==> config.mk <==
export PLATFORM = sky130hd
export DESIGN_NAME = led_channel_fade_breathing
export DESIGN_NICKNAME = d
export VERILOG_FILES = /design/src/hdl/lcfb_pkg.sv /design/src/hdl/lcfb_ctrl.sv /design/src/hdl/lcfb_datapath.sv /design/src/hdl/led_channel_fade_breathing.sv
export SDC_FILE = /design/constraint.sdc
export NUM_CORES = 1
export LEC_CHECK = 0
export BUFFER_PORTS_ARGS = -buffer_cell sky130_fd_sc_hd__clkbuf_2
export CORE_UTILIZATION = 50
export CTS_CLUSTER_DIAMETER = 100
export DETAILED_ROUTE_END_ITERATION = 6
export GPL_TIMING_DRIVEN = 0
export PLACE_DENSITY = 0.67
export SLEW_MARGIN = 30
export SYNTH_ARGS = -nofsm -noshare
export SYNTH_HDL_FRONTEND = slang
export SYNTH_HIERARCHICAL = 1
export SYNTH_SLANG_ARGS = --single-unit
==> constraint.sdc <==
create_clock -name clk -period 15.6 [get_ports clk]
set_input_delay 0.78 -clock clk [delete_from_list [all_inputs] [get_ports clk]]
set_output_delay 0.78 -clock clk [all_outputs]
set_load 0.02 [all_outputs]
==> src/hdl/lcfb_pkg.sv <==
// Package: shared types and constants of the LED fade and breathing controller.
`default_nettype none

package lcfb_pkg;

    localparam int DUTY_W  = 8;
    localparam int CH_W    = 5;
    localparam int CFG_W   = 8;
    localparam int CFG_IDX_W = 2;
    localparam int ACT_W   = 2;
    localparam int TDATA_W = 16;
    // wide enough to compare any channel number, CHANNELS or POWER_CHANNEL
    localparam int CMP_W   = 7;

    localparam logic [DUTY_W-1:0] NORMAL_RESET   = 8'd255;
    localparam logic [DUTY_W-1:0] LOWLIGHT_RESET = 8'd32;
    localparam logic [DUTY_W-1:0] SLOW_RESET     = 8'd10;

    // configuration register indexes
    localparam logic [CFG_IDX_W-1:0] CFG_NORMAL   = 2'd0;
    localparam logic [CFG_IDX_W-1:0] CFG_LOWLIGHT = 2'd1;
    localparam logic [CFG_IDX_W-1:0] CFG_SLOW     = 2'd2;

    typedef enum logic [ACT_W-1:0] {
        ACT_TICK    = 2'd0,
        ACT_REFRESH = 2'd1,
        ACT_SET     = 2'd2,
        ACT_QUERY   = 2'd3
    } action_t;

    typedef enum logic [1:0] {
        WR_NONE,
        WR_STEP,
        WR_REFRESH,
        WR_SET
    } wr_op_t;

    typedef enum logic [1:0] {
        OUT_NONE,
        OUT_ROW,
        OUT_QUERY
    } out_op_t;

    typedef enum logic {
        RD_SWEEP,
        RD_ITEM
    } rd_sel_t;

    // one channel's stored state
    typedef struct packed {
        logic              sw;
        logic [DUTY_W-1:0] tgt;
        logic [DUTY_W-1:0] cur;
    } row_t;

    // controller -> datapath
    typedef struct packed {
        logic    item_load;
        logic    rd_en;
        rd_sel_t rd_sel;
        wr_op_t  wr_op;
        logic    idx_clr;
        logic    idx_inc;
        logic    pre_dec;
        logic    pre_reload;
        out_op_t out_op;
        logic    out_last;
    } cmd_t;

    // datapath -> controller
    typedef struct packed {
        logic pre_zero;
        logic idx_last;
        logic ch_in_range;
        logic out_free;
    } status_t;

endpackage

`default_nettype wire

==> src/hdl/lcfb_ctrl.sv <==
// Controller: sequences ticks, refresh sweeps, queries and switch writes.
`default_nettype none

module lcfb_ctrl
(
    input  wire logic              clk,
    input  wire logic              rst_n,
    input  wire logic              s_tvalid,
    output logic                   s_tready,
    input  wire lcfb_pkg::action_t action,
    input  wire lcfb_pkg::status_t status,
    output lcfb_pkg::cmd_t         cmd
);
    import lcfb_pkg::*;

    typedef enum logic [3:0] {
        ST_IDLE,
        ST_STEP_SWEEP,
        ST_STEP_TAIL,
        ST_REF_SWEEP,
        ST_REF_TAIL,
        ST_EMIT_RD,
        ST_EMIT_WAIT,
        ST_QUERY_RD,
        ST_QUERY_WAIT,
        ST_SET_RD,
        ST_SET_WR
    } state_t;

    state_t state_reg, state_next;
    logic   wr_pend_reg, wr_pend_next;

    // next state and commands
    always_comb
    begin
        state_next   = state_reg;
        wr_pend_next = wr_pend_reg;
        s_tready     = 1'b0;
        cmd          = '0;
        cmd.rd_sel   = RD_SWEEP;
        cmd.wr_op    = WR_NONE;
        cmd.out_op   = OUT_NONE;
        unique case (state_reg)
            ST_IDLE:
            begin
                s_tready     = 1'b1;
                wr_pend_next = 1'b0;
                if (s_tvalid)
                begin
                    cmd.item_load = 1'b1;
                    unique case (action)
                        ACT_TICK:
                        begin
                            if (status.pre_zero)
                            begin
                                cmd.pre_reload = 1'b1;
                                cmd.idx_clr    = 1'b1;
                                state_next     = ST_STEP_SWEEP;
                            end
                            else
                            begin
                                cmd.pre_dec = 1'b1;
                            end
                        end
                        ACT_REFRESH:
                        begin
                            cmd.idx_clr = 1'b1;
                            state_next  = ST_REF_SWEEP;
                        end
                        ACT_SET:   state_next = ST_SET_RD;
                        ACT_QUERY: state_next = ST_QUERY_RD;
                        default:   state_next = ST_IDLE;
                    endcase
                end
            end
            ST_STEP_SWEEP, ST_REF_SWEEP:
            begin
                // read row idx while writing back the row read last cycle
                cmd.rd_en    = 1'b1;
                cmd.rd_sel   = RD_SWEEP;
                wr_pend_next = 1'b1;
                if (wr_pend_reg)
                begin
                    cmd.wr_op = (state_reg == ST_STEP_SWEEP) ? WR_STEP : WR_REFRESH;
                end
                if (status.idx_last)
                begin
                    state_next = (state_reg == ST_STEP_SWEEP) ? ST_STEP_TAIL : ST_REF_TAIL;
                end
                else
                begin
                    cmd.idx_inc = 1'b1;
                end
            end
            ST_STEP_TAIL:
            begin
                cmd.wr_op  = WR_STEP;
                state_next = ST_IDLE;
            end
            ST_REF_TAIL:
            begin
                cmd.wr_op   = WR_REFRESH;
                cmd.idx_clr = 1'b1;
                state_next  = ST_EMIT_RD;
            end
            ST_EMIT_RD:
            begin
                cmd.rd_en  = 1'b1;
                cmd.rd_sel = RD_SWEEP;
                state_next = ST_EMIT_WAIT;
            end
            ST_EMIT_WAIT:
            begin
                if (status.out_free)
                begin
                    cmd.out_op   = OUT_ROW;
                    cmd.out_last = status.idx_last;
                    if (status.idx_last)
                    begin
                        state_next = ST_IDLE;
                    end
                    else
                    begin
                        cmd.idx_inc = 1'b1;
                        state_next  = ST_EMIT_RD;
                    end
                end
            end
            ST_QUERY_RD:
            begin
                cmd.rd_en  = 1'b1;
                cmd.rd_sel = RD_ITEM;
                state_next = ST_QUERY_WAIT;
            end
            ST_QUERY_WAIT:
            begin
                if (status.out_free)
                begin
                    cmd.out_op   = OUT_QUERY;
                    cmd.out_last = 1'b1;
                    state_next   = ST_IDLE;
                end
            end
            ST_SET_RD:
            begin
                if (status.ch_in_range)
                begin
                    cmd.rd_en  = 1'b1;
                    cmd.rd_sel = RD_ITEM;
                    state_next = ST_SET_WR;
                end
                else
                begin
                    state_next = ST_IDLE;
                end
            end
            ST_SET_WR:
            begin
                cmd.wr_op  = WR_SET;
                state_next = ST_IDLE;
            end
            default: state_next = ST_IDLE;
        endcase
    end

    // state register
    always_ff @(posedge clk or negedge rst_n)
    begin
        if (!rst_n)
        begin
            state_reg   <= ST_IDLE;
            wr_pend_reg <= 1'b0;
        end
        else
        begin
            state_reg   <= state_next;
            wr_pend_reg <= wr_pend_next;
        end
    end

endmodule

`default_nettype wire

==> src/hdl/lcfb_datapath.sv <==
// Datapath: channel memory, prescaler, speed, config registers and result register.
`default_nettype none

module lcfb_datapath
#(
    parameter int CHANNELS      = 17,
    parameter int POWER_CHANNEL = 3
)
(
    input  wire logic                             clk,
    input  wire logic                             rst_n,
    input  wire logic                             cfg_we,
    input  wire logic [lcfb_pkg::CFG_IDX_W-1:0]   cfg_index,
    input  wire logic [lcfb_pkg::CFG_W-1:0]       cfg_data,
    // channel[4:0], switch_on[5], highlight[6], update_now[7], power_on[8], zero fill
    input  wire logic [lcfb_pkg::TDATA_W-1:0]     s_tdata,
    input  wire lcfb_pkg::cmd_t                   cmd,
    output lcfb_pkg::status_t                     status,
    output logic                                  m_tvalid,
    input  wire logic                             m_tready,
    // out_channel[4:0], duty[12:5], reached[13], all_reached[14], zero fill
    output logic [lcfb_pkg::TDATA_W-1:0]          m_tdata,
    output logic                                  m_tlast
);
    import lcfb_pkg::*;

    localparam int IW    = $clog2(CHANNELS);
    localparam int CW    = (IW > CH_W) ? IW : CH_W;
    localparam int CNT_W = $clog2(CHANNELS + 1);

    // configuration registers
    logic [DUTY_W-1:0] normal_reg, lowlight_reg, slow_reg;

    // latched item fields
    logic [CH_W-1:0] item_ch_reg;
    logic            item_sw_reg, item_hl_reg, item_now_reg, item_pwr_reg;

    // control state
    logic [DUTY_W-1:0] speed_reg, speed_next;
    logic [DUTY_W-1:0] pre_reg;
    logic [IW-1:0]     idx_reg;
    logic [CNT_W-1:0]  miss_cnt_reg;
    logic [CHANNELS-1:0] valid_reg;

    // channel memory and its read port
    row_t          row_mem_reg [CHANNELS];
    row_t          rd_row_reg;
    logic          rd_vld_reg;
    logic [IW-1:0] rd_addr_reg;

    // output register
    logic              out_vld_reg;
    logic [CH_W-1:0]   out_ch_reg;
    logic [DUTY_W-1:0] out_duty_reg;
    logic              out_reached_reg, out_all_reg, out_last_reg;

    logic [CW-1:0]  item_ch_ext;
    logic [CW-1:0]  rd_addr_ext;
    logic [IW-1:0]  rd_addr;
    logic           item_in_range;
    logic           is_pwr_row;
    logic           out_free;
    logic           wr_en;
    row_t           cur_row, wr_row;
    logic           old_miss, new_miss;

    assign item_ch_ext   = CW'(item_ch_reg);
    assign rd_addr_ext   = CW'(rd_addr_reg);
    assign item_in_range = CMP_W'(item_ch_reg) < CMP_W'(CHANNELS);
    assign is_pwr_row    = CMP_W'(rd_addr_reg) == CMP_W'(POWER_CHANNEL);
    assign rd_addr       = (cmd.rd_sel == RD_SWEEP) ? idx_reg : item_ch_ext[IW-1:0];
    assign cur_row       = rd_vld_reg ? rd_row_reg : '0;
    assign out_free      = !out_vld_reg || m_tready;

    assign status.pre_zero    = (pre_reg == '0);
    assign status.idx_last    = (idx_reg == IW'(CHANNELS - 1));
    assign status.ch_in_range = item_in_range;
    assign status.out_free    = out_free;

    // write-back row and speed update
    always_comb
    begin
        wr_row     = cur_row;
        speed_next = speed_reg;
        wr_en      = (cmd.wr_op != WR_NONE);
        case (cmd.wr_op)
            WR_STEP:
            begin
                if (cur_row.cur < cur_row.tgt)
                begin
                    wr_row.cur = cur_row.cur + 8'd1;
                end
                else if (cur_row.cur > cur_row.tgt)
                begin
                    wr_row.cur = cur_row.cur - 8'd1;
                end
            end
            WR_REFRESH:
            begin
                if (item_pwr_reg)
                begin
                    if (cur_row.sw)
                    begin
                        wr_row.tgt = normal_reg;
                    end
                    speed_next = '0;
                end
                else if (is_pwr_row && (cur_row.tgt == cur_row.cur))
                begin
                    // breathing: swing between normal and lowlight once settled
                    if ((cur_row.tgt == '0) || (cur_row.tgt == lowlight_reg))
                    begin
                        wr_row.tgt = normal_reg;
                    end
                    else if (cur_row.tgt == normal_reg)
                    begin
                        wr_row.tgt = lowlight_reg;
                        speed_next = slow_reg;
                    end
                end
                if (!cur_row.sw)
                begin
                    wr_row.tgt = '0;
                end
            end
            WR_SET:
            begin
                wr_row.sw = item_sw_reg;
                if (!item_hl_reg && item_now_reg)
                begin
                    wr_row.cur = item_sw_reg ? normal_reg : '0;
                    wr_row.tgt = item_sw_reg ? normal_reg : '0;
                end
            end
            default: ;
        endcase
    end

    assign old_miss = (cur_row.cur != cur_row.tgt);
    assign new_miss = (wr_row.cur != wr_row.tgt);

    // channel memory: write back at the last read address, read one row a cycle
    always_ff @(posedge clk)
    begin
        if (wr_en)
        begin
            row_mem_reg[rd_addr_reg] <= wr_row;
        end
        if (cmd.rd_en)
        begin
            rd_row_reg  <= row_mem_reg[rd_addr];
            rd_addr_reg <= rd_addr;
        end
    end

    // item latch and output payload
    always_ff @(posedge clk)
    begin
        if (cmd.item_load)
        begin
            item_ch_reg  <= s_tdata[CH_W-1:0];
            item_sw_reg  <= s_tdata[CH_W];
            item_hl_reg  <= s_tdata[CH_W+1];
            item_now_reg <= s_tdata[CH_W+2];
            item_pwr_reg <= s_tdata[CH_W+3];
        end
        if (cmd.out_op == OUT_ROW)
        begin
            out_ch_reg      <= rd_addr_ext[CH_W-1:0];
            out_duty_reg    <= cur_row.cur;
            out_reached_reg <= (cur_row.cur == cur_row.tgt);
            out_all_reg     <= (miss_cnt_reg == '0);
            out_last_reg    <= cmd.out_last;
        end
        else if (cmd.out_op == OUT_QUERY)
        begin
            out_ch_reg      <= item_ch_reg;
            out_duty_reg    <= item_in_range ? cur_row.cur : '0;
            out_reached_reg <= item_in_range ? (cur_row.cur == cur_row.tgt) : 1'b1;
            out_all_reg     <= (miss_cnt_reg == '0);
            out_last_reg    <= cmd.out_last;
        end
    end

    // control registers
    always_ff @(posedge clk or negedge rst_n)
    begin
        if (!rst_n)
        begin
            normal_reg   <= NORMAL_RESET;
            lowlight_reg <= LOWLIGHT_RESET;
            slow_reg     <= SLOW_RESET;
            speed_reg    <= '0;
            pre_reg      <= '0;
            idx_reg      <= '0;
            miss_cnt_reg <= '0;
            valid_reg    <= '0;
            rd_vld_reg   <= 1'b0;
            out_vld_reg  <= 1'b0;
        end
        else
        begin
            if (cfg_we)
            begin
                case (cfg_index)
                    CFG_NORMAL:   normal_reg   <= cfg_data;
                    CFG_LOWLIGHT: lowlight_reg <= cfg_data;
                    CFG_SLOW:     slow_reg     <= cfg_data;
                    default: ;
                endcase
            end
            speed_reg <= speed_next;
            if (cmd.pre_reload)
            begin
                pre_reg <= speed_reg;
            end
            else if (cmd.pre_dec)
            begin
                pre_reg <= pre_reg - 8'd1;
            end
            if (cmd.idx_clr)
            begin
                idx_reg <= '0;
            end
            else if (cmd.idx_inc)
            begin
                idx_reg <= idx_reg + 1'b1;
            end
            if (cmd.rd_en)
            begin
                rd_vld_reg <= valid_reg[rd_addr];
            end
            if (wr_en)
            begin
                valid_reg[rd_addr_reg] <= 1'b1;
                miss_cnt_reg <= miss_cnt_reg + CNT_W'(new_miss) - CNT_W'(old_miss);
            end
            if (cmd.out_op != OUT_NONE)
            begin
                out_vld_reg <= 1'b1;
            end
            else if (m_tready)
            begin
                out_vld_reg <= 1'b0;
            end
        end
    end

    assign m_tvalid = out_vld_reg;
    assign m_tlast  = out_last_reg;
    assign m_tdata  = {1'b0, out_all_reg, out_reached_reg, out_duty_reg, out_ch_reg};

    // count of unsettled channels can never exceed the channel count
    a_miss_cnt_range: assert property (@(posedge clk) disable iff (!rst_n)
        miss_cnt_reg <= CNT_W'(CHANNELS))
        else $error("unsettled channel count out of range");

    // write-back and read never hit the same row in one cycle
    a_no_rw_clash: assert property (@(posedge clk) disable iff (!rst_n)
        (wr_en && cmd.rd_en) |-> (rd_addr != rd_addr_reg))
        else $error("read and write of the same channel row");

    // a result is loaded only when the output register is free
    a_no_overwrite: assert property (@(posedge clk) disable iff (!rst_n)
        (cmd.out_op != OUT_NONE) |-> out_free)
        else $error("result overwrote a pending transfer");

endmodule

`default_nettype wire

==> src/hdl/led_channel_fade_breathing.sv <==
// Top level: LED channel fade and breathing controller.
// Tick: decrements a nonzero prescaler, else reloads it and sweeps the rows, one row per
// cycle. Refresh: a sweep, then each result is read and sent, waiting while the sink stalls.
// Set switch: row read, then write; a channel out of range skips both. Query: a row read, then
// a wait while a stalled sink holds the output register. Results leave from an output register.
// Reset (async, active low) clears control state; channel rows read as zero until written.
`default_nettype none

module led_channel_fade_breathing
#(
    parameter int CHANNELS      = 17,
    parameter int POWER_CHANNEL = 3
)
(
    input  wire logic                           clk,
    input  wire logic                           rst_n,
    input  wire logic                           cfg_we,
    input  wire logic [lcfb_pkg::CFG_IDX_W-1:0] cfg_index,
    input  wire logic [lcfb_pkg::CFG_W-1:0]     cfg_data,
    input  wire logic                           s_tvalid,
    output logic                                s_tready,
    // channel[4:0], switch_on[5], highlight[6], update_now[7], power_on[8], zero fill
    input  wire logic [lcfb_pkg::TDATA_W-1:0]   s_tdata,
    // action[1:0]
    input  wire logic [lcfb_pkg::ACT_W-1:0]     s_tuser,
    output logic                                m_tvalid,
    input  wire logic                           m_tready,
    // out_channel[4:0], duty[12:5], reached[13], all_reached[14], zero fill
    output logic [lcfb_pkg::TDATA_W-1:0]        m_tdata,
    output logic                                m_tlast
);
    import lcfb_pkg::*;

    cmd_t    cmd;
    status_t status;
    action_t action;

    assign action = action_t'(s_tuser);

    lcfb_ctrl u_ctrl
    (
        .clk      (clk),
        .rst_n    (rst_n),
        .s_tvalid (s_tvalid),
        .s_tready (s_tready),
        .action   (action),
        .status   (status),
        .cmd      (cmd)
    );

    lcfb_datapath
    #(
        .CHANNELS      (CHANNELS),
        .POWER_CHANNEL (POWER_CHANNEL)
    )
    u_datapath
    (
        .clk       (clk),
        .rst_n     (rst_n),
        .cfg_we    (cfg_we),
        .cfg_index (cfg_index),
        .cfg_data  (cfg_data),
        .s_tdata   (s_tdata),
        .cmd       (cmd),
        .status    (status),
        .m_tvalid  (m_tvalid),
        .m_tready  (m_tready),
        .m_tdata   (m_tdata),
        .m_tlast   (m_tlast)
    );

endmodule

`default_nettype wire

# ---- Word level (Yosys, flattened, before mapping)
# Memories as Yosys holds them, arrays and structs flattened. A register that Yosys moved wholly into a read port is not among the register bits.
# Cells that the tools add are included.
dict set report op_classes {
  add_sub_neg 6
  n_mul 0
  div 0
  magnitude_cmp 6
  eq_ne 34
  shift 0
  n_mux 75
  n_bitwise 1
  n_reduce_logical 29
}
# op n
set ops {}
lappend ops {{$mux 8} 17}
lappend ops {{$eq 8x8->1} 4}
lappend ops {{$pmux 4 s8} 1}
lappend ops {{$pmux 8 s2} 2}
lappend ops {{$mux 5} 5}
lappend ops {{$mux 4} 6}
lappend ops {{$mux 1} 22}
lappend ops {{$reduce_bool 2->1} 9}
lappend ops {{$mux 17} 1}
lappend ops {{$or 17x17->17} 1}
lappend ops {{$eq 4x3->1 const B} 4}
lappend ops {{$logic_not 8->1} 2}
lappend ops {{$mux 16} 1}
lappend ops {{$ne 8x8->1} 2}
lappend ops {{$pmux 4 s4} 1}
lappend ops {{$sub 8x1->8 const B} 2}
lappend ops {{$mux 2} 7}
lappend ops {{$eq 2x2->1 const B} 6}
lappend ops {{$eq 4x4->1 const B} 3}
lappend ops {{$lt 5x6->1 const B} 2}
lappend ops {{$mux 3} 3}
lappend ops {{$add 8x1->8 const B} 1}
lappend ops {{$eq 2x1->1 const B} 4}
lappend ops {{$eq 4x2->1 const B} 2}
lappend ops {{other kinds (30)} 43}
dict set report word_totals {
  ff_bits 104
  latchBits 0
  ram_bits 289
  mem_bits_ro 0
  out_inout_bits 19
  elab_cells 175
  memories 1
}
# memory words word_bits read_ports rd_clocked_by_memory_dff write_ports line_no
set mem_list {}
lappend mem_list {u_datapath.row_mem_reg 17 17 1 1 1 lcfb_datapath.sv:46} ;# row_t row_mem_reg [CHANNELS];

# ---- Longest topological paths before layout
# Gate-level depths: netlist of the first run.
dict set report logic_depth {
  word_depth 11
  ltp_mapped 28
  depth_no_buf 25
}

# ---- By module
# The synthesis of the first run kept the hierarchy.
# mod n_inst cells_each area_per_inst_um2 seq_area_each_um2
set by_module_without_submodules {}
lappend by_module_without_submodules {lcfb_datapath 1 1525 18111.1 11830.1}
lappend by_module_without_submodules {lcfb_ctrl 1 81 600.6 125.1}

# ---- Worst setup path before layout of the first run
# Ideal clock, no wire load.
dict set report synth_timing {
  kind {flip-flop to flip-flop}
  start {register u_datapath.rd_vld_reg}
  end {register u_datapath.miss_cnt_reg[4]}
  setup_time_ps 79
  arrival_time_ps 5289
  required_ps 15521
  slack_ps 10232
  stages_incl_launch_ff 29
  synth_period_minus_slack_ps 5368
  path_cell_list {dfrtp_1 -> buf_2 -> clkbuf_8 -> buf_2 -> buf_2 -> nand2_1 -> inv_1 -> ha_1 -> nand4_4 -> a211oi_4 -> o21ai_2 -> o2111ai_4 -> mux2i_1 -> o21ai_0 -> a2bb2oi_1 -> xnor2_1 -> nand4_1 -> nor4b_2 -> ha_1 -> inv_1 -> ha_1 -> inv_1 -> fa_1 -> inv_1 -> a21oi_1 -> nor2_1 -> o21ai_0 -> a21oi_1 -> xor2_1}
}
# element line_no
set synth_lines {}
lappend synth_lines {{start, declared} lcfb_datapath.sv:48} ;# logic rd_vld_reg;
lappend synth_lines {{start signal, assigned} lcfb_datapath.sv:231} ;# rd_vld_reg <= valid_reg[rd_addr];
lappend synth_lines {{end signal, assigned} lcfb_datapath.sv:236} ;# miss_cnt_reg <= miss_cnt_reg + CNT_W'(new_miss) - CNT_W'(old_miss);
lappend synth_lines {{end, declared} lcfb_datapath.sv:42} ;# logic [CNT_W-1:0] miss_cnt_reg;

==> results of run 1 <==
power by group:
| group | internal [mW] | switching, mW | leakage, nW |
|---|---|---|---|
| clock network | 0.673 | 0.431 | 0.754 |
| logic | 0.656 | 1.54 | 3.14 |
| registers | 1.64 | 0.105 | 3.91 |
| total | 2.97 | 2.08 | 7.81 |
final cells by class:
class	instances	area, um^2
Tap cell	468	586
Multi-Input combinational cell	1051	6300
Clock buffer	54	1180
Buffer	100	467
Sequential cell	410	12000
Timing Repair Buffer	64	453
Clock inverter	26	374
Inverter	45	169
Fill cell	2948	15200
through the flow:
| step | hold WS, ns | util [%] | cell area (um^2) |
|---|---|---|---|
| 2_1_floorplan | 0.439 | - | 18700 |
| 3_3_place_gp | 0.450 | 53.2 | 19500 |
| 3_5_place_dp | 0.452 | 54.3 | 19900 |
| 4_1_cts | 0.226 | 58.5 | 21500 |
| 5_1_grt | 0.250 | 58.5 | 21500 |
| 6_report | 0.220 | 58.5 | 21500 |
cells in the mapped netlist (11+ instances only):
cell / count / area, um^2
nor2_1: 74 / 278
a31oi_1: 24 / 150
dfrtp_1: 63 / 1580
nand2_1: 352 / 1320
o21ai_1: 13 / 65.1
mux2i_1: 12 / 120
and3_1: 22 / 138
mux2_2: 47 / 529
nand4_1: 12 / 75.1
nand3_1: 160 / 801
inv_1: 40 / 150
ha_1: 20 / 250
nor3_1: 17 / 85.1
dfstp_2: 11 / 289
xor2_1: 11 / 96.3
or2_2: 18 / 113
a21oi_1: 29 / 145
clkbuf_1: 67 / 251
o21ai_0: 37 / 185
buf_1: 11 / 41.3
a311oi_1: 36 / 315
xnor2_1: 20 / 175
edfxtp_1: 336 / 10100
cell usage in the layout, fill, tap and decap left out, types with 6 or more instances in the layout:
| cell type | n |
|---|---|
| nor2_1 | 58 |
| clkbuf_2 | 42 |
| mux2i_1 | 12 |
| clkbuf_1 | 73 |
| ha_1 | 20 |
| a31oi_1 | 23 |
| dfstp_2 | 11 |
| nand3_1 | 160 |
| a21oi_1 | 28 |
| clkbuf_16 | 44 |
| o41ai_1 | 9 |
| a22oi_1 | 7 |
| nand3b_1 | 8 |
| nor3_1 | 17 |
| nor2_2 | 13 |
| a311oi_1 | 36 |
| and3_1 | 22 |
| bufinv_16 | 8 |
| inv_1 | 40 |
| clkinv_2 | 9 |
| buf_2 | 12 |
| buf_6 | 20 |
| mux2_2 | 47 |
| clkbuf_8 | 7 |
| or3_1 | 6 |
| or2_2 | 18 |
| buf_1 | 11 |
| o21ai_0 | 36 |
| clkinv_1 | 6 |
| xor2_1 | 11 |
| dfrtp_1 | 63 |
| edfxtp_1 | 336 |
| xnor2_1 | 20 |
| buf_4 | 6 |
| o21ai_1 | 13 |
| nand2_1 | 352 |
| nand2b_1 | 7 |
| nand4_1 | 12 |
kinds of logic after synthesis:
| kind of cell | Yosys count | share of synthesized area (%) |
|---|---|---|
| simple gates | 728 | 18.2 |
| flops | 410 | 63.9 |
| compound gates | 209 | 7.96 |
| buf+inv | 145 | 3.40 |
| mux | 60 | 3.53 |
| xor+xnor | 32 | 1.54 |
| fa+ha+maj | 21 | 1.44 |
| other cells | 1 | 0.0200 |
worst reg2reg max path, delay by kind of cell, from the launching register on:
kind	cells	cell delay, ns
XOR/XNOR	2	0.36
multiplexers	2	0.54
AO/OA/AOI/OAI	7	1.91
AND/OR/NAND/NOR	5	0.93
buffers and inverters	7	1.27
flip-flops	1	0.40
adder cells (fa/ha/maj)	4	1.23
routing by layer:
metal / track usage [%] / wire length [um] / vias to the layer above
met1: 37.8 / 21200 / 6474
met3: 4.75 / 4520 / 91
met5: 0 / 0 / -
li1: - / - / 6084
met4: 10.1 / 1750 / 0
met2: 39.5 / 21800 / 679
path summary, 6_finish.rpt:
path                       slack, ns  depth (start not counted)                              startpoint                                      to
max in group asynchronous      14.90                          1                                   rst_n  u_datapath/lowlight_reg[4]$_DFFE_PN0P_
min in group clk                0.37                          1                              s_tdata[3]     u_datapath/item_ch_ext[3]$_DFFE_PP_
max                             8.89                         27       u_datapath/rd_vld_reg$_DFFE_PN0P_  u_datapath/miss_cnt_reg[4]$_DFFE_PN0N_
min                             0.22                          1                                   rst_n  u_datapath/miss_cnt_reg[1]$_DFFE_PN0N_
max reg2reg                     8.89                         27       u_datapath/rd_vld_reg$_DFFE_PN0P_  u_datapath/miss_cnt_reg[4]$_DFFE_PN0N_
min reg2reg                     0.47                          1  u_datapath/miss_cnt_reg[4]$_DFFE_PN0N_  u_datapath/miss_cnt_reg[4]$_DFFE_PN0N_
==> results_dict.tcl, run 1 <==
set metrics [dict create \
    status "finished, final reports clean" \
    syn_to_final_growth_pct 14.8 \
    cts_inserted_buffers 43 \
    synth_nets 1660 \
    netlist_instances 1606 \
    cp_slowest_cell "a221o_1" \
    pwr_density_cell_nw_per_um2 235 \
    tns_ns 0 \
    wl_per_cell_um 22.2 \
    ys_ff_latch 410 \
    fin_skew_ns 0.0504 \
    numClockSinks 410 \
    avgSynthCellArea_um2 11.7 \
    cts_buffer_depth 3 \
    hold_buffers 0 \
    slew_headroom_pct 28.8 \
    first_pass_iters 6 \
    wl_mm 49.3 \
    synth_area_um2 18700 \
    cts.clk_slew.worst_paths_ns 0.06 \
    tightest_slew_ns 1.07 \
    fmax_mhz 149 \
    clk_latency_ns 0.59 \
    pre_cts_ws_ns 8.95 \
    final_nets 1769 \
    via_count 13300 \
    coreArea_um2 36700 \
    endpoint_kind "register" \
    start_kind "register" \
    grt_overflow 0 \
    antenna_found_initial 0 \
    period_share_pct 43.0 \
    vias_per_cell 6.01 \
    cts-root-buf "clkbuf_16" \
    hpwlAfterDp_mm 33.4 \
    gp_congestion 0.954 \
    critPathMaxFanout 18 \
    grt_pass1_vias 12600 \
    critPathBufInv 7 \
    crit_arrival_ns 7.22 \
    cap_violations 0 \
    portBuffers 43 \
    setup_viol 0 \
    finalHoldViolCount 0 \
    grt_pass1_wl_mm 75.2 \
    ys_types 86 \
    drive_gt1_share_pct 16.1 \
    cts_setup_buffers 0 \
    drtIter0Drc 1501 \
    rows 70 \
    leakagePower_nw 7.81 \
    worst-setup-path-type "reg -> reg" \
    synthArstFlopShare_pct 18.0 \
    cts_max_level 2 \
    synth-edff-count 336 \
    largest_register_ffs 289 \
    dieHeight_um 195 \
    fin_crit_ns 6.71 \
    hold_class "in -> async" \
    drc 0 \
    cp.required_ns 16.11 \
    yosysWarnings 6 \
    finalPower_mw 5.05 \
    cpLargestDelayFamily "compound AO/OA/AOI/OAI gates" \
    ant_nets 0 \
    finalNonFillerCells 2218 \
    seq_area_frac_synth_pct 63.9 \
    slowest_delay_ns 0.84 \
    grt_max_degree 75 \
    ctsResizeCount 0 \
    synth_ff_type "edfxtp_1" \
    vdd_drop_max_mv 0.107 \
    rsz0062_at_grt "false" \
    insertedDiodeCount 0 \
    cts_tree "yes" \
    track_usage_pct 26.2 \
    start_util_pct 51.0 \
    numPlacedInstances 2138 \
    dieArea_um2 38200 \
    slew_viol_final 0 \
    pin_count 52 \
    setup_ws_ns 8.89 \
    die_w_um 195 \
]
No activity file was read; power rests on OpenSTA's default activity.
==> run 2: changes to the inputs <==
--- a/config.mk
+++ b/config.mk
@@ -5,6 +5,7 @@
 export SDC_FILE = /design/constraint.sdc
 export NUM_CORES = 1
 export LEC_CHECK = 0
+export ABC_AREA = 1
 export BUFFER_PORTS_ARGS = -buffer_cell sky130_fd_sc_hd__clkbuf_2
 export CORE_UTILIZATION = 50
 export CTS_CLUSTER_DIAMETER = 100
==> constraint.sdc (replaced) <==
create_clock -name clk -period 6.9 [get_ports clk]
set_input_delay 0.345 -clock clk [delete_from_list [all_inputs] [get_ports clk]]
set_output_delay 0.345 -clock clk [all_outputs]
set_load 0.02 [all_outputs]
==> run 2 against run 1 <==
Compared with the run above:
- via count is 4.1% higher
- critical path depth increased by 5
- synthesized cell count up 8.9%
- clock skew decreased by 0.025 ns
- utilization is 0.82 points lower
- sequential cell count unchanged
- critical path type unchanged
==> results_dict.tcl, run 2 <==
set metrics [dict create \
    status "finished, final reports clean" \
    holdPathStages 4 \
    synthAdderAreaFrac_pct 1.46 \
    vias_per_cell 5.88 \
    seq_area_frac_synth_pct 64.6 \
    leakagePower_nw 7.97 \
    reg2reg_from "u_datapath/rd_vld_reg$_DFFE_PN0P_" \
    hpwlAfterDp_mm 34.6 \
    ys_types 53 \
    start_kind "register" \
    post-synth-top-area-fraction_pct 54.6 \
    netlist_instances 1749 \
    start_util_pct 50.6 \
    dieArea_um2 37800 \
    synth_ff_type "edfxtp_1" \
    yosysMostFrequentCell "edfxtp_1" \
    synthTopCellsByArea "edfxtp_1 (55%), dfrtp_1 (8.5%), o21ai_0 (6.0%), nand2_1 (5.4%), nor2_1 (4.7%)" \
    critPathMaxFanout 19 \
    grt_pass1_wl_mm 77.6 \
    cts.clk_slew.worst_paths_ns 0.06 \
    insertedDiodeCount 0 \
    synth.area.mux_share_pct 0 \
    crit_start "u_datapath/rd_vld_reg$_DFFE_PN0P_" \
    vdd_drop_max_mv 0.325 \
    pre_cts_ws_ns 1.21 \
    ant_nets 0 \
    pwr_density_cell_nw_per_um2 503 \
    r2r_cells 32 \
    maxUsedRoutingLayer "met4" \
    avgSynthCellArea_um2 10.6 \
    synth-simple-area-share_pct 15.9 \
    cts_inserted_buffers 44 \
    hold_class "in -> reg" \
    fin_crit_ns 5.71 \
    cts-root-buf "clkbuf_16" \
    coreArea_um2 36500 \
    numClockSinks 410 \
    wl_per_cell_um 21.5 \
    rsz0062_at_grt "false" \
    yosysWarnings 6 \
    crit_arrival_ns 6.21 \
    slowest_delay_ns 0.64 \
    synth-edff-count 336 \
    cts_tree "yes" \
    final_nets 1911 \
    drive_gt1_share_pct 11.9 \
    numPlacedInstances 2269 \
    period_share_pct 82.8 \
    grt_max_degree 75 \
    syn_to_final_growth_pct 14.0 \
    largest_register_ffs 289 \
    clk_latency_ns 0.59 \
    endpoint_kind "register" \
    met1Wirelength_mm 21.5 \
    setup_ws_ns 1.19 \
    fmax_mhz 175 \
    tns_ns 0 \
    rows 70 \
    synthArstFlopShare_pct 18.0 \
    wl_met3_mm 4.15 \
    yosysTopAreaCell "edfxtp_1" \
    pin_count 52 \
    tightest_slew_ns 0.955 \
    yosys.area_share.xor_xnor_pct 0.189 \
    mostFrequentLayoutCell "edfxtp_1" \
    cp_slowest_cell "nand2_1" \
    cap_violations 0 \
    synth_nets 1803 \
    synth_top_family_by_area "simple AND/OR/NAND/NOR gates" \
    die_w_um 194 \
    crit_path_frequent_cell "nand2_1" \
    finalNonFillerCells 2360 \
    finalHoldViolCount 0 \
    grt_overflow 0 \
    setup_viol 0 \
    antenna_found_initial 0 \
    synth.top_cells.by_count "edfxtp_1 (336), nand2_1 (266), nor2_1 (234)" \
    worst-setup-path-type "reg -> reg" \
    wl_mm 50.6 \
    drtIter0Drc 1458 \
    min_from "m_tready" \
    drc 0 \
    dieHeight_um 194 \
    gp_congestion 0.926 \
    ys_ff_latch 410 \
    synth_compound_gate_area_share_pct 12.6 \
    fin_skew_ns 0.0257 \
    mostFrequentLayoutCells "edfxtp_1 (336), nand2_1 (266), o21ai_0 (218), nor2_1 (214), inv_1 (143)" \
    synth_area_um2 18500 \
    portBuffers 43 \
    cts_buffer_depth 3 \
    track_usage_pct 27.2 \
    slew_headroom_pct 35.9 \
    slew_viol_final 0 \
    via_count 13900 \
    cp.required_ns 7.40 \
    cts_max_level 2 \
    ctsResizeCount 0 \
    fillerInstances 3042 \
    wl_met2_mm 23.5 \
    grt_pass1_vias 13200 \
    first_pass_iters 7 \
]
## run 2: cell types whose count changed after synthesis, moves of 17 or more
cell / before / now
o21ai_0: 37 / 220
inv_1: 40 / 143
nand3_1: 160 / 103
a41oi_1: 0 / 17
a311oi_1: 36 / 0
o221ai_1: 5 / 30
a21oi_1: 29 / 50
xnor2_1: 20 / 0
and3_1: 22 / 1
o22ai_1: 1 / 52
nand2_1: 352 / 266
a31oi_1: 24 / 2
mux2_2: 47 / 0
nor2_1: 74 / 234
## run 2: path summary, 6_finish.rpt
path / endpoint / slack [ns]
worst max-delay path: u_datapath/miss_cnt_reg[4]$_DFFE_PN0N_ / 1.19
min in group asynchronous: u_datapath/pre_reg[1]$_DFFE_PN0P_ / 0.35
worst max register to register: u_datapath/miss_cnt_reg[4]$_DFFE_PN0N_ / 1.19
worst min-delay path: u_datapath/m_tvalid$_DFFE_PN0P_ / 0.03
max in group asynchronous: u_datapath/idx_reg[2]$_DFFE_PN0P_ / 6.09
worst min register to register: u_datapath/valid_reg[13]$_DFFE_PN0N_ / 0.46
## run 2: final cells by class
type                            count  area, um^2  area share (%)
Sequential cell                   410       12000            56.7
Multi-Input combinational cell   1102        5720            27.1
Clock buffer                       58        1200            5.71
Inverter                          158         596            2.82
Tap cell                          468         586            2.78
Timing Repair Buffer               62         494            2.34
Buffer                             79         365            1.73
Clock inverter                     23         166           0.789
## run 2: per-layer routing
layer,global-route usage [%],up-vias
li1,-,6378
met3,4.39,100
met1,38.3,6758
met5,0,-
met2,42.8,638
met4,10.0,0
## run 2: power by group
| part | leakage [nW] | switching, mW | internal [mW] |
|---|---|---|---|
| registers | 3.93 | 0.208 | 3.63 |
| clock network | 0.680 | 0.961 | 1.27 |
| logic | 3.36 | 3.40 | 1.15 |
| total | 7.97 | 4.57 | 6.04 |
## run 2: worst max-delay path, delay by kind of cell (launching register included)
kind,cells,cell delay (ns)
compound gates,2,0.31
xor+xnor,1,0.15
fa+ha+maj,4,1.13
buf+inv,7,0.87
flops,1,0.39
simple gates,18,2.80
## run 2: timing repair
action	in CTS	in global routing
buffers inserted	0	0
endpoints found under the hold margin	72	0
hold buffers	10	0
## run 2: cell families (layout without fill, tap and decap cells)
family,Yosys count,count (layout)
AND/OR/NAND/NOR,674,674
XOR/XNOR,4,4
AO/OA/AOI/OAI,402,402
buffers and inverters,237,380
other,1,1
adder cells (fa/ha/maj),21,21
flip-flops,410,410
## run 2: metrics by stage
step	power [mW]	hold slack, ns	cell area, um^2	util, %
after floorplan	6.57	0.0494	18500	-
after global placement	8.11	0.443	19300	52.8
after detailed placement	8.31	0.412	19600	53.7
after CTS	10.6	0.00549	21100	57.7
after global routing	11.2	0.0494	21100	57.7
final	10.6	0.0292	21100	57.7
